$ cat src/hdl/wbfs_pkg.sv
// wbfs_pkg: shared widths, command codes, sequencer states and defaults
// for the weight bounded fifo shelf; used by the interfaces and the top level
// no dependencies
package wbfs_pkg;

    localparam int SLOTS_DEF    = 64;
    localparam int ID_COUNT_DEF = 128;

    localparam int CMD_W   = 2;
    localparam int ID_W    = 7;
    localparam int WIDTH_W = 16;
    localparam int PROB_W  = 16;
    localparam int SUM_W   = 17;

    localparam logic [CMD_W-1:0] CMD_ADD    = 2'd0;
    localparam logic [CMD_W-1:0] CMD_REMOVE = 2'd1;
    localparam logic [CMD_W-1:0] CMD_END    = 2'd2;

    localparam logic [PROB_W-1:0] PROB_MAX = 16'hFFFF;

    typedef enum logic [3:0] {
        ST_IDLE,
        ST_ADD,
        ST_EV_CHECK,
        ST_EV_ID,
        ST_EV_W,
        ST_RM_WID,
        ST_RM_RD,
        ST_RM_DATA,
        ST_DUMP_RD,
        ST_DUMP_OUT
    } state_t;

endpackage

$ cat src/hdl/wbfs_req_if.sv
// wbfs_req_if: command channel of the shelf, valid/ready plus payload
// depends on wbfs_pkg
interface wbfs_req_if;
    logic                         valid;
    logic                         ready;
    logic [wbfs_pkg::CMD_W-1:0]   cmd;
    logic [wbfs_pkg::ID_W-1:0]    item_id;
    logic [wbfs_pkg::WIDTH_W-1:0] item_width;

    modport source (output valid, output cmd, output item_id, output item_width,
                    input ready);
    modport sink (input valid, input cmd, input item_id, input item_width,
                  output ready);
endinterface

$ cat src/hdl/wbfs_rsp_if.sv
// wbfs_rsp_if: result channel of the shelf, valid/ready plus payload
// depends on wbfs_pkg
interface wbfs_rsp_if;
    logic                        valid;
    logic                        ready;
    logic [wbfs_pkg::ID_W-1:0]   out_id;
    logic [wbfs_pkg::PROB_W-1:0] problem_number;
    logic                        list_empty;
    logic                        overflow;
    logic                        last;

    modport source (output valid, output out_id, output problem_number,
                    output list_empty, output overflow, output last, input ready);
    modport sink (input valid, input out_id, input problem_number,
                  input list_empty, input overflow, input last, output ready);
endinterface

$ cat src/hdl/wbfs_ram.sv
// wbfs_ram: generic single write port, single read port ram, registered read
// no dependencies
module wbfs_ram #(
    parameter int WIDTH = 8,
    parameter int DEPTH = 16
) (
    input  logic                     clk,
    input  logic                     we,
    input  logic [$clog2(DEPTH)-1:0] waddr,
    input  logic [WIDTH-1:0]         wdata,
    input  logic                     re,
    input  logic [$clog2(DEPTH)-1:0] raddr,
    output logic [WIDTH-1:0]         rdata
);

    logic [WIDTH-1:0] mem_reg [DEPTH];
    logic [WIDTH-1:0] rdata_reg;

    always_ff @(posedge clk)
    begin
        if (we)
        begin
            mem_reg[waddr] <= wdata;
        end
        if (re)
        begin
            rdata_reg <= mem_reg[raddr];
        end
    end

    assign rdata = rdata_reg;

endmodule

$ cat src/hdl/weight_bounded_fifo_shelf.sv
// weight_bounded_fifo_shelf: top level, capacity bounded list of item ids
// depends on wbfs_pkg, wbfs_req_if, wbfs_rsp_if, wbfs_ram
//
//   channel | dir | handshake    | word
//   req     | in  | valid/ready  | cmd, item_id, item_width
//   rsp     | out | valid/ready  | out_id, problem_number, list_empty, overflow, last
//   cfg     | in  | cfg_we       | cfg_wdata = shelf_capacity
//
// one sequencer steps through the order ram and the width ram, one access each a cycle
// add: ADD, EV_CHECK, EV_ID/EV_W per eviction; remove: RM_WID, RM_RD, RM_DATA/RM_RD per item
// end: DUMP_RD, DUMP_OUT per word, DUMP_OUT alone for an empty list, held while rsp stalls
// req.ready is high only while idle; the rsp register can reload while its word is taken
// reset clears control state only; no ram clearing pass, entries are written before read
module weight_bounded_fifo_shelf #(
    parameter int SLOTS    = wbfs_pkg::SLOTS_DEF,
    parameter int ID_COUNT = wbfs_pkg::ID_COUNT_DEF
) (
    input  logic                         clk,
    input  logic                         rst_n,
    input  logic                         cfg_we,
    input  logic [wbfs_pkg::WIDTH_W-1:0] cfg_wdata,
    wbfs_req_if.sink                     req,
    wbfs_rsp_if.source                   rsp
);

    localparam int PW    = $clog2(SLOTS);
    localparam int CW    = $clog2(SLOTS + 1);
    localparam int SW    = PW + 1;
    localparam int ID_AW = $clog2(ID_COUNT);
    localparam int XW    = ID_AW + wbfs_pkg::ID_W;

    localparam int ID_W    = wbfs_pkg::ID_W;
    localparam int WIDTH_W = wbfs_pkg::WIDTH_W;
    localparam int SUM_W   = wbfs_pkg::SUM_W;
    localparam int PROB_W  = wbfs_pkg::PROB_W;

    wbfs_pkg::state_t state_reg, state_next;

    logic [WIDTH_W-1:0] cap_reg, cap_next;
    logic [PW-1:0]      head_reg, head_next;
    logic [CW-1:0]      count_reg, count_next;
    logic [SUM_W-1:0]   sum_reg, sum_next;
    logic               ovf_reg, ovf_next;
    logic [PROB_W-1:0]  prob_reg, prob_next;
    logic [CW-1:0]      r_reg, r_next;
    logic [CW-1:0]      k_reg, k_next;
    logic [ID_W-1:0]    id_reg, id_next;
    logic [WIDTH_W-1:0] wadd_reg, wadd_next;
    logic [WIDTH_W-1:0] wsub_reg, wsub_next;

    logic               out_valid_reg, out_valid_next;
    logic [ID_W-1:0]    out_id_reg, out_id_next;
    logic [PROB_W-1:0]  out_prob_reg, out_prob_next;
    logic               out_empty_reg, out_empty_next;
    logic               out_ovf_reg, out_ovf_next;
    logic               out_last_reg, out_last_next;

    logic               o_we, o_re;
    logic [PW-1:0]      o_waddr, o_raddr;
    logic [ID_W-1:0]    o_wdata, o_rdata;
    logic               w_we, w_re;
    logic [ID_AW-1:0]   w_waddr, w_raddr;
    logic [WIDTH_W-1:0] w_wdata, w_rdata;

    logic               accept;
    logic               out_free;
    logic               id_ok;
    logic               evict;
    logic               dump_last;
    logic [CW-1:0]      r_inc;
    logic [CW-1:0]      ph_off;
    logic [SW-1:0]      ph_sum;
    logic [PW-1:0]      phys;
    logic [PW-1:0]      head_dec;

    function automatic logic [ID_AW-1:0] wt_addr(input logic [ID_W-1:0] id);
        logic [XW-1:0] ext;
        ext = XW'(id);
        return ext[ID_AW-1:0];
    endfunction

    function automatic logic [SUM_W-1:0] sat_sub(input logic [SUM_W-1:0] s,
                                                 input logic [WIDTH_W-1:0] w);
        logic [SUM_W-1:0] wx;
        wx = SUM_W'(w);
        return (s > wx) ? (s - wx) : '0;
    endfunction

    wbfs_ram #(
        .WIDTH (ID_W),
        .DEPTH (SLOTS)
    ) u_order_ram (
        .clk   (clk),
        .we    (o_we),
        .waddr (o_waddr),
        .wdata (o_wdata),
        .re    (o_re),
        .raddr (o_raddr),
        .rdata (o_rdata)
    );

    wbfs_ram #(
        .WIDTH (WIDTH_W),
        .DEPTH (ID_COUNT)
    ) u_width_ram (
        .clk   (clk),
        .we    (w_we),
        .waddr (w_waddr),
        .wdata (w_wdata),
        .re    (w_re),
        .raddr (w_raddr),
        .rdata (w_rdata)
    );

    assign accept    = req.valid && (state_reg == wbfs_pkg::ST_IDLE);
    assign out_free  = !out_valid_reg || rsp.ready;
    assign id_ok     = (32'(req.item_id) < ID_COUNT);
    assign evict     = (sum_reg > SUM_W'(cap_reg)) && (count_reg != '0);
    assign r_inc     = r_reg + 1'b1;
    assign dump_last = (count_reg == '0) || (r_inc == count_reg);
    assign head_dec  = (head_reg == '0) ? PW'(SLOTS - 1) : (head_reg - 1'b1);

    // logical list position to ram address, front at head
    always_comb
    begin
        case (state_reg)
            wbfs_pkg::ST_EV_CHECK: ph_off = count_reg - 1'b1;
            wbfs_pkg::ST_RM_DATA:  ph_off = k_reg;
            default:               ph_off = r_reg;
        endcase
        ph_sum = SW'(head_reg) + SW'(ph_off);
        if (ph_sum >= SW'(SLOTS))
        begin
            ph_sum = ph_sum - SW'(SLOTS);
        end
        phys = ph_sum[PW-1:0];
    end

    // next state
    always_comb
    begin
        state_next = state_reg;
        case (state_reg)
            wbfs_pkg::ST_IDLE:
            begin
                if (accept)
                begin
                    case (req.cmd)
                        wbfs_pkg::CMD_ADD:
                        begin
                            if (id_ok && (count_reg < CW'(SLOTS)))
                            begin
                                state_next = wbfs_pkg::ST_ADD;
                            end
                        end
                        wbfs_pkg::CMD_REMOVE:
                        begin
                            if (id_ok)
                            begin
                                state_next = wbfs_pkg::ST_RM_WID;
                            end
                        end
                        wbfs_pkg::CMD_END:
                        begin
                            state_next = (count_reg == '0) ? wbfs_pkg::ST_DUMP_OUT
                                                           : wbfs_pkg::ST_DUMP_RD;
                        end
                        default:
                        begin
                            state_next = wbfs_pkg::ST_IDLE;
                        end
                    endcase
                end
            end
            wbfs_pkg::ST_ADD:      state_next = wbfs_pkg::ST_EV_CHECK;
            wbfs_pkg::ST_EV_CHECK: state_next = evict ? wbfs_pkg::ST_EV_ID : wbfs_pkg::ST_IDLE;
            wbfs_pkg::ST_EV_ID:    state_next = wbfs_pkg::ST_EV_W;
            wbfs_pkg::ST_EV_W:     state_next = wbfs_pkg::ST_EV_CHECK;
            wbfs_pkg::ST_RM_WID:   state_next = wbfs_pkg::ST_RM_RD;
            wbfs_pkg::ST_RM_RD:
            begin
                state_next = (r_reg < count_reg) ? wbfs_pkg::ST_RM_DATA : wbfs_pkg::ST_IDLE;
            end
            wbfs_pkg::ST_RM_DATA:  state_next = wbfs_pkg::ST_RM_RD;
            wbfs_pkg::ST_DUMP_RD:  state_next = wbfs_pkg::ST_DUMP_OUT;
            wbfs_pkg::ST_DUMP_OUT:
            begin
                if (out_free)
                begin
                    state_next = dump_last ? wbfs_pkg::ST_IDLE : wbfs_pkg::ST_DUMP_RD;
                end
            end
            default:               state_next = wbfs_pkg::ST_IDLE;
        endcase
    end

    // datapath and ram controls
    always_comb
    begin
        cap_next       = cfg_we ? cfg_wdata : cap_reg;
        head_next      = head_reg;
        count_next     = count_reg;
        sum_next       = sum_reg;
        ovf_next       = ovf_reg;
        prob_next      = prob_reg;
        r_next         = r_reg;
        k_next         = k_reg;
        id_next        = id_reg;
        wadd_next      = wadd_reg;
        wsub_next      = wsub_reg;
        out_valid_next = out_valid_reg && !rsp.ready;
        out_id_next    = out_id_reg;
        out_prob_next  = out_prob_reg;
        out_empty_next = out_empty_reg;
        out_ovf_next   = out_ovf_reg;
        out_last_next  = out_last_reg;
        o_we           = 1'b0;
        o_waddr        = phys;
        o_wdata        = o_rdata;
        o_re           = 1'b0;
        o_raddr        = phys;
        w_we           = 1'b0;
        w_waddr        = wt_addr(id_reg);
        w_wdata        = wadd_reg;
        w_re           = 1'b0;
        w_raddr        = wt_addr(o_rdata);

        case (state_reg)
            wbfs_pkg::ST_IDLE:
            begin
                if (accept)
                begin
                    id_next   = req.item_id;
                    wadd_next = req.item_width;
                    r_next    = '0;
                    k_next    = '0;
                    case (req.cmd)
                        wbfs_pkg::CMD_ADD:
                        begin
                            if (id_ok && (count_reg >= CW'(SLOTS)))
                            begin
                                ovf_next = 1'b1;
                            end
                        end
                        wbfs_pkg::CMD_REMOVE:
                        begin
                            w_re    = 1'b1;
                            w_raddr = wt_addr(req.item_id);
                        end
                        wbfs_pkg::CMD_END:
                        begin
                            prob_next = (prob_reg == wbfs_pkg::PROB_MAX) ? PROB_W'(1)
                                                                         : prob_reg + 1'b1;
                        end
                        default:
                        begin
                            id_next = req.item_id;
                        end
                    endcase
                end
            end
            wbfs_pkg::ST_ADD:
            begin
                head_next  = head_dec;
                o_we       = 1'b1;
                o_waddr    = head_dec;
                o_wdata    = id_reg;
                w_we       = 1'b1;
                count_next = count_reg + 1'b1;
                sum_next   = sum_reg + SUM_W'(wadd_reg);
            end
            wbfs_pkg::ST_EV_CHECK:
            begin
                if (evict)
                begin
                    o_re       = 1'b1;
                    count_next = count_reg - 1'b1;
                end
                else if (count_reg == '0)
                begin
                    sum_next = '0;
                end
            end
            wbfs_pkg::ST_EV_ID:
            begin
                w_re = 1'b1;
            end
            wbfs_pkg::ST_EV_W:
            begin
                sum_next = sat_sub(sum_reg, w_rdata);
            end
            wbfs_pkg::ST_RM_WID:
            begin
                wsub_next = w_rdata;
            end
            wbfs_pkg::ST_RM_RD:
            begin
                if (r_reg < count_reg)
                begin
                    o_re = 1'b1;
                end
                else
                begin
                    count_next = k_reg;
                    if (k_reg == '0)
                    begin
                        sum_next = '0;
                    end
                end
            end
            wbfs_pkg::ST_RM_DATA:
            begin
                if (o_rdata == id_reg)
                begin
                    sum_next = sat_sub(sum_reg, wsub_reg);
                end
                else
                begin
                    o_we   = 1'b1;
                    k_next = k_reg + 1'b1;
                end
                r_next = r_inc;
            end
            wbfs_pkg::ST_DUMP_RD:
            begin
                o_re = 1'b1;
            end
            wbfs_pkg::ST_DUMP_OUT:
            begin
                if (out_free)
                begin
                    out_valid_next = 1'b1;
                    out_id_next    = (count_reg == '0) ? '0 : o_rdata;
                    out_prob_next  = prob_reg;
                    out_empty_next = (count_reg == '0);
                    out_ovf_next   = ovf_reg;
                    out_last_next  = dump_last;
                    r_next         = r_inc;
                    if (dump_last)
                    begin
                        count_next = '0;
                        sum_next   = '0;
                        ovf_next   = 1'b0;
                    end
                end
            end
            default:
            begin
                r_next = r_reg;
            end
        endcase
    end

    always_ff @(posedge clk or negedge rst_n)
    begin
        if (!rst_n)
        begin
            state_reg     <= wbfs_pkg::ST_IDLE;
            cap_reg       <= '0;
            head_reg      <= '0;
            count_reg     <= '0;
            sum_reg       <= '0;
            ovf_reg       <= 1'b0;
            prob_reg      <= '0;
            r_reg         <= '0;
            k_reg         <= '0;
            out_valid_reg <= 1'b0;
        end
        else
        begin
            state_reg     <= state_next;
            cap_reg       <= cap_next;
            head_reg      <= head_next;
            count_reg     <= count_next;
            sum_reg       <= sum_next;
            ovf_reg       <= ovf_next;
            prob_reg      <= prob_next;
            r_reg         <= r_next;
            k_reg         <= k_next;
            out_valid_reg <= out_valid_next;
        end
    end

    always_ff @(posedge clk)
    begin
        id_reg        <= id_next;
        wadd_reg      <= wadd_next;
        wsub_reg      <= wsub_next;
        out_id_reg    <= out_id_next;
        out_prob_reg  <= out_prob_next;
        out_empty_reg <= out_empty_next;
        out_ovf_reg   <= out_ovf_next;
        out_last_reg  <= out_last_next;
    end

    assign req.ready          = (state_reg == wbfs_pkg::ST_IDLE);
    assign rsp.valid          = out_valid_reg;
    assign rsp.out_id         = out_id_reg;
    assign rsp.problem_number = out_prob_reg;
    assign rsp.list_empty     = out_empty_reg;
    assign rsp.overflow       = out_ovf_reg;
    assign rsp.last           = out_last_reg;

endmodule
$ cat src/flat_wrapper.sv
// flat-port wrapper written by rule: the top's interface ports become plain ports
module weight_bounded_fifo_shelf_flat 
#(
    parameter int SLOTS    = wbfs_pkg::SLOTS_DEF,
    parameter int ID_COUNT = wbfs_pkg::ID_COUNT_DEF
)
  (clk, rst_n, cfg_we, cfg_wdata, req_valid, req_cmd, req_item_id, req_item_width, req_ready, rsp_valid, rsp_out_id, rsp_problem_number, rsp_list_empty, rsp_overflow, rsp_last, rsp_ready);
  wbfs_req_if req_i ();
  wbfs_rsp_if rsp_i ();
  input  logic clk;
  input  logic rst_n;
  input  logic cfg_we;
  input  logic [wbfs_pkg::WIDTH_W-1:0] cfg_wdata;
  input wire logic [$bits(req_i.valid)-1:0] req_valid;
  input wire logic [$bits(req_i.cmd)-1:0] req_cmd;
  input wire logic [$bits(req_i.item_id)-1:0] req_item_id;
  input wire logic [$bits(req_i.item_width)-1:0] req_item_width;
  output wire logic [$bits(req_i.ready)-1:0] req_ready;
  output wire logic [$bits(rsp_i.valid)-1:0] rsp_valid;
  output wire logic [$bits(rsp_i.out_id)-1:0] rsp_out_id;
  output wire logic [$bits(rsp_i.problem_number)-1:0] rsp_problem_number;
  output wire logic [$bits(rsp_i.list_empty)-1:0] rsp_list_empty;
  output wire logic [$bits(rsp_i.overflow)-1:0] rsp_overflow;
  output wire logic [$bits(rsp_i.last)-1:0] rsp_last;
  input wire logic [$bits(rsp_i.ready)-1:0] rsp_ready;
  assign req_i.valid = req_valid;
  assign req_i.cmd = req_cmd;
  assign req_i.item_id = req_item_id;
  assign req_i.item_width = req_item_width;
  assign req_ready = req_i.ready;
  assign rsp_valid = rsp_i.valid;
  assign rsp_out_id = rsp_i.out_id;
  assign rsp_problem_number = rsp_i.problem_number;
  assign rsp_list_empty = rsp_i.list_empty;
  assign rsp_overflow = rsp_i.overflow;
  assign rsp_last = rsp_i.last;
  assign rsp_i.ready = rsp_ready;
  weight_bounded_fifo_shelf #(.SLOTS(SLOTS), .ID_COUNT(ID_COUNT)) u_core (.clk(clk), .rst_n(rst_n), .cfg_we(cfg_we), .cfg_wdata(cfg_wdata), .req(req_i), .rsp(rsp_i));
endmodule
$ cat config.mk
export PLATFORM = sky130hd
export DESIGN_NAME = weight_bounded_fifo_shelf_flat
export DESIGN_NICKNAME = d
export VERILOG_FILES = /design/src/hdl/wbfs_pkg.sv /design/src/hdl/wbfs_req_if.sv /design/src/hdl/wbfs_rsp_if.sv /design/src/hdl/wbfs_ram.sv /design/src/hdl/weight_bounded_fifo_shelf.sv /design/src/flat_wrapper.sv
export SDC_FILE = /design/constraint.sdc
export NUM_CORES = 2
export LEC_CHECK = 0
export BUFFER_PORTS_ARGS = -buffer_cell sky130_fd_sc_hd__buf_2
export CORE_ASPECT_RATIO = 0.9
export CORE_MARGIN = 4
export CORE_UTILIZATION = 35
export DETAILED_ROUTE_END_ITERATION = 6
export HOLD_SLACK_MARGIN = 0.05
export SLEW_MARGIN = 20
export SYNTH_ARGS = -nofsm -noshare
export SYNTH_HDL_FRONTEND = slang
export SYNTH_SLANG_ARGS = --single-unit
$ cat constraint.sdc
create_clock -name clk -period 14.7 [get_ports clk]
set_clock_uncertainty 0.1 [all_clocks]
set_input_delay 1.47 -clock clk [delete_from_list [all_inputs] [get_ports clk]]
set_output_delay 1.47 -clock clk [all_outputs]
set_load 0.03 [all_outputs]
==> impl_metrics.csv <==
group,metric,value,unit
cts,tritoncts,"yes",
power_and_ir_drop,p_clk_frac,0.267,
synthesis,synth_enable_flop_cells,2584,
global_route,grt_antenna_before_repair,15,
timing,setup-violations-final,0,
global_route,met3_usage,0.0331,
global_route,grt_pass1_wl,439,mm
worst_setup_path,rr_startpoint,"u_core.state_reg[0]",
place,post-place-ws,7320,ps
finish,area_growth,13.5,%
floorplan,num_rows,192,
floorplan,die_width,590,µm
cts,numClockSinks,2666,
cts,cts_resized,0,
hold_path,worstHoldStart,"u_core.prob_reg[1]",
synthesis,ys_seq_area_frac,0.745,
cts,cts_setup_buffers,0,
place,dp.final_hpwl,186,mm
worst_setup_path,path_cells,"or4_1 -> nor3_4 -> mux2_8 -> buf_12 -> buf_4 -> mux2i_1 -> o22ai_1 -> nor4_1 -> o21ai_1 -> o21ai_0 -> a311oi_1",
power_and_ir_drop,peakVddDrop,261,µV
cts,htreeDepth,5,
drt,drcViolationCount,0,
power_and_ir_drop,seq_power_share,0.377,
timing,period_minus_slack,7100,ps
worst_setup_path,crit_arrival,7580,ps
worst_setup_path,cp.required,15180,ps
finish,fin_cells,11139,
floorplan,start_util,0.352,
cts,clkTransAtPathRegs,60,ps
synthesis,synthesis.area,0.107,mm²
hold_path,hp-class,"reg -> reg",
worst_setup_path,r2r_slack,7600,ps
timing,fin_ws,7600,ps
global_route,grt_pass1_vias,60012,
synthesis,syn_nets,6744,
power_and_ir_drop,sw_frac_of_total,0.353,
timing,slew_headroom,0.160,
finish,drive_gt1_frac,0.141,
worst_setup_path,cp_slowest_stage_delay,830,ps
floorplan,dieArea,0.314,mm²
drt,wirelength,307,mm
drt,drt-initial-drc-count,8808,
drt,post_drt_via_cell_ratio,5.58,
timing,hold_viol_final,0,
global_route,grt_max_degree,146,
global_route,overflow,0,
timing,final-max-slew-violation-count,0,
worst_setup_path,critPathKind,"reg -> reg",
worst_setup_path,cp_slowest_cell,"o21ai_0",
timing,fin_crit_sh,0.483,
power_and_ir_drop,p_leak,40.3,nW
global_route,gr-usage-all-layers,0.190,
place,place_inst,10667,
timing,rsz0062_at_grt,"false",
cts,cts_hold_buffers,0,
synthesis,synth_ff_type,"edfxtp_1",
timing,fin_tns_setup,0,ps
timing,clock.fmax,0.141,GHz
power_and_ir_drop,p_per_area,205,mW/mm²
status,run_status,"completed",
cts,cts_root_buffer,"clkbuf_16",
place,finalWeightedCongestion,0.871,
cts,cts.path.max_buffers,4,
finish,nets,7001,
worst_setup_path,end_kind,"register",
timing,fin_hold_ws,399,ps
timing,tightestPinTransition,1250,ps
worst_setup_path,crit_start,"u_core.state_reg[0]",
synthesis,synthCells,6609,
synthesis,synth_cell_types,79,
global_route,met1_usage,0.278,
floorplan,ios,74,
finish,largest_reg_flops,2048,
worst_setup_path,cp-start-kind,"register",
synthesis,ys_async_sr_fraction,0.0308,
power_and_ir_drop,switching_power,0.00877,W
global_route,use_met2,0.289,
global_route,gr-max-usage-layer,"met2",
synthesis,syn_avg_cell_area,16.2,µm²
power_and_ir_drop,p_int,0.0161,W
place,portBuffers,73,
synthesis,ys_warn_count,0,
power_and_ir_drop,pwr-share-comb,0.355,
floorplan,core_area,0.304,mm²
drt,dr.pass1.iters,6,
cts,numCtsBuffers,271,
drt,detail-route-antenna-nets,0,
job,cap_viol_max_count,0,
drt,wire_per_inst,27.6,µm
worst_setup_path,path_max_fanout,116,
drt,vias,62156,
synthesis,yosys_register_bits,2666,
cts,clock_latency,860,ps
floorplan,fp.dieH,532,µm
-- metal layers --
metal	up-vias	wire, µm
met5	-	0
met4	0	9240
met3	486	30000
met2	3286	138000
met1	32095	130000
li1	26289	-
-- layout by cell type (no fill, tap or decap), types with 63 or more instances in the layout --
cell | netlist | final
nor4_1 | 131 | 129
o22ai_1 | 231 | 231
a21oi_1 | 423 | 423
edfxtp_1 | 2584 | 2584
inv_1 | 96 | 96
dfrtp_1 | 82 | 82
buf_4 | 47 | 246
mux4_2 | 222 | 222
clkbuf_16 | 0 | 277
nor2_1 | 300 | 282
o21ai_0 | 132 | 130
nand2_1 | 861 | 845
clkbuf_1 | 160 | 63
ha_1 | 85 | 84
buf_2 | 91 | 72
mux2i_1 | 499 | 495
-- layout make-up --
class                   count  area [µm²]
clock buffers             341        7180
flip-flops and latches   2666       79600
clock inverters           125        1130
inverters                  97         365
multi-input cells        3502       25400
diodes                      6        15.0
fillers                 27260      183000
well taps                4074        5100
repair buffers            328        2410
-- per-stage QoR --
step                      total power (W)  cell area [µm²]  utilization
after floorplan                    0.0152           107000            -
after global placement             0.0182           113000        0.372
after detailed placement           0.0183           113000        0.372
after CTS                          0.0249           121000        0.399
after global routing               0.0258           121000        0.399
final                              0.0248           121000        0.399
-- worst paths after layout --
check / end / cells past startpoint
worst min register to register: u_core.rsp.problem_number[1] / 0
max in group asynchronous: u_core.cap_reg[2] / 2
worst max register to register: u_core.u_width_ram.rdata[8] / 11
worst min-delay path: u_core.rsp.problem_number[1] / 0
min in group asynchronous: u_core.r_reg[4] / 1
worst max-delay path: u_core.u_width_ram.rdata[8] / 11
-- logic make-up (layout without fill, tap and decap cells) --
kind of cell	after synthesis	after routing	share of synthesized area
DFF	2666	2666	0.745
muxes	731	731	0.0947
adders and majority gates	90	90	0.0108
AOI/OAI and AO/OA	1051	1051	0.0593
xor gates and xnor gates	76	76	0.00623
buffers and inverters	441	891	0.0198
and+or+nand+nor	1554	1554	0.0637
other	0	6	0
-- critical path: cells and delay by family (launching register included) --
kind / cells / cell delay [ps]
flip-flops: 1 / 560
buffers and inverters: 2 / 1380
AO/OA/AOI/OAI: 4 / 1170
multiplexers: 2 / 1050
AND/OR/NAND/NOR: 3 / 2240
-- Yosys cell counts, drive strengths merged, types with 15 or more instances --
| cell type | instances | area share |
|---|---|---|
| ha | 85 | 0.010 |
| a31oi | 15 | 0.00088 |
| o22ai | 231 | 0.014 |
| nand2 | 863 | 0.030 |
| a2111oi | 30 | 0.0025 |
| dfrtp | 82 | 0.019 |
| o21ai | 147 | 0.0069 |
| mux2i | 502 | 0.047 |
| nor2 | 300 | 0.011 |
| edfxtp | 2584 | 0.73 |
| nor4 | 131 | 0.0077 |
| nand3 | 50 | 0.0024 |
| a221oi | 28 | 0.0023 |
| nor3 | 33 | 0.0017 |
| nor2b | 29 | 0.0017 |
| a21oi | 423 | 0.020 |
| xnor2 | 44 | 0.0036 |
| inv | 96 | 0.0034 |
| clkbuf | 160 | 0.0056 |
| mux4 | 222 | 0.047 |
| a22oi | 30 | 0.0021 |
| xor2 | 32 | 0.0026 |
| a311oi | 15 | 0.0012 |
| buf | 184 | 0.011 |
| a21o | 19 | 0.0013 |
| a211oi | 19 | 0.0013 |
| nand4 | 35 | 0.0020 |
-- power by group through the flow --
stage	Sequential, W	Combinational (W)	Clock, W
2_1_floorplan	0.00953	0.00565	0
3_3_place_gp	0.00951	0.00865	0
3_5_place_dp	0.00952	0.00876	0
4_1_cts	0.00936	0.00878	0.00674
5_1_grt	0.00938	0.00937	0.00706
6_report	0.00937	0.00882	0.00664
(Power assumes the default switching activity.)
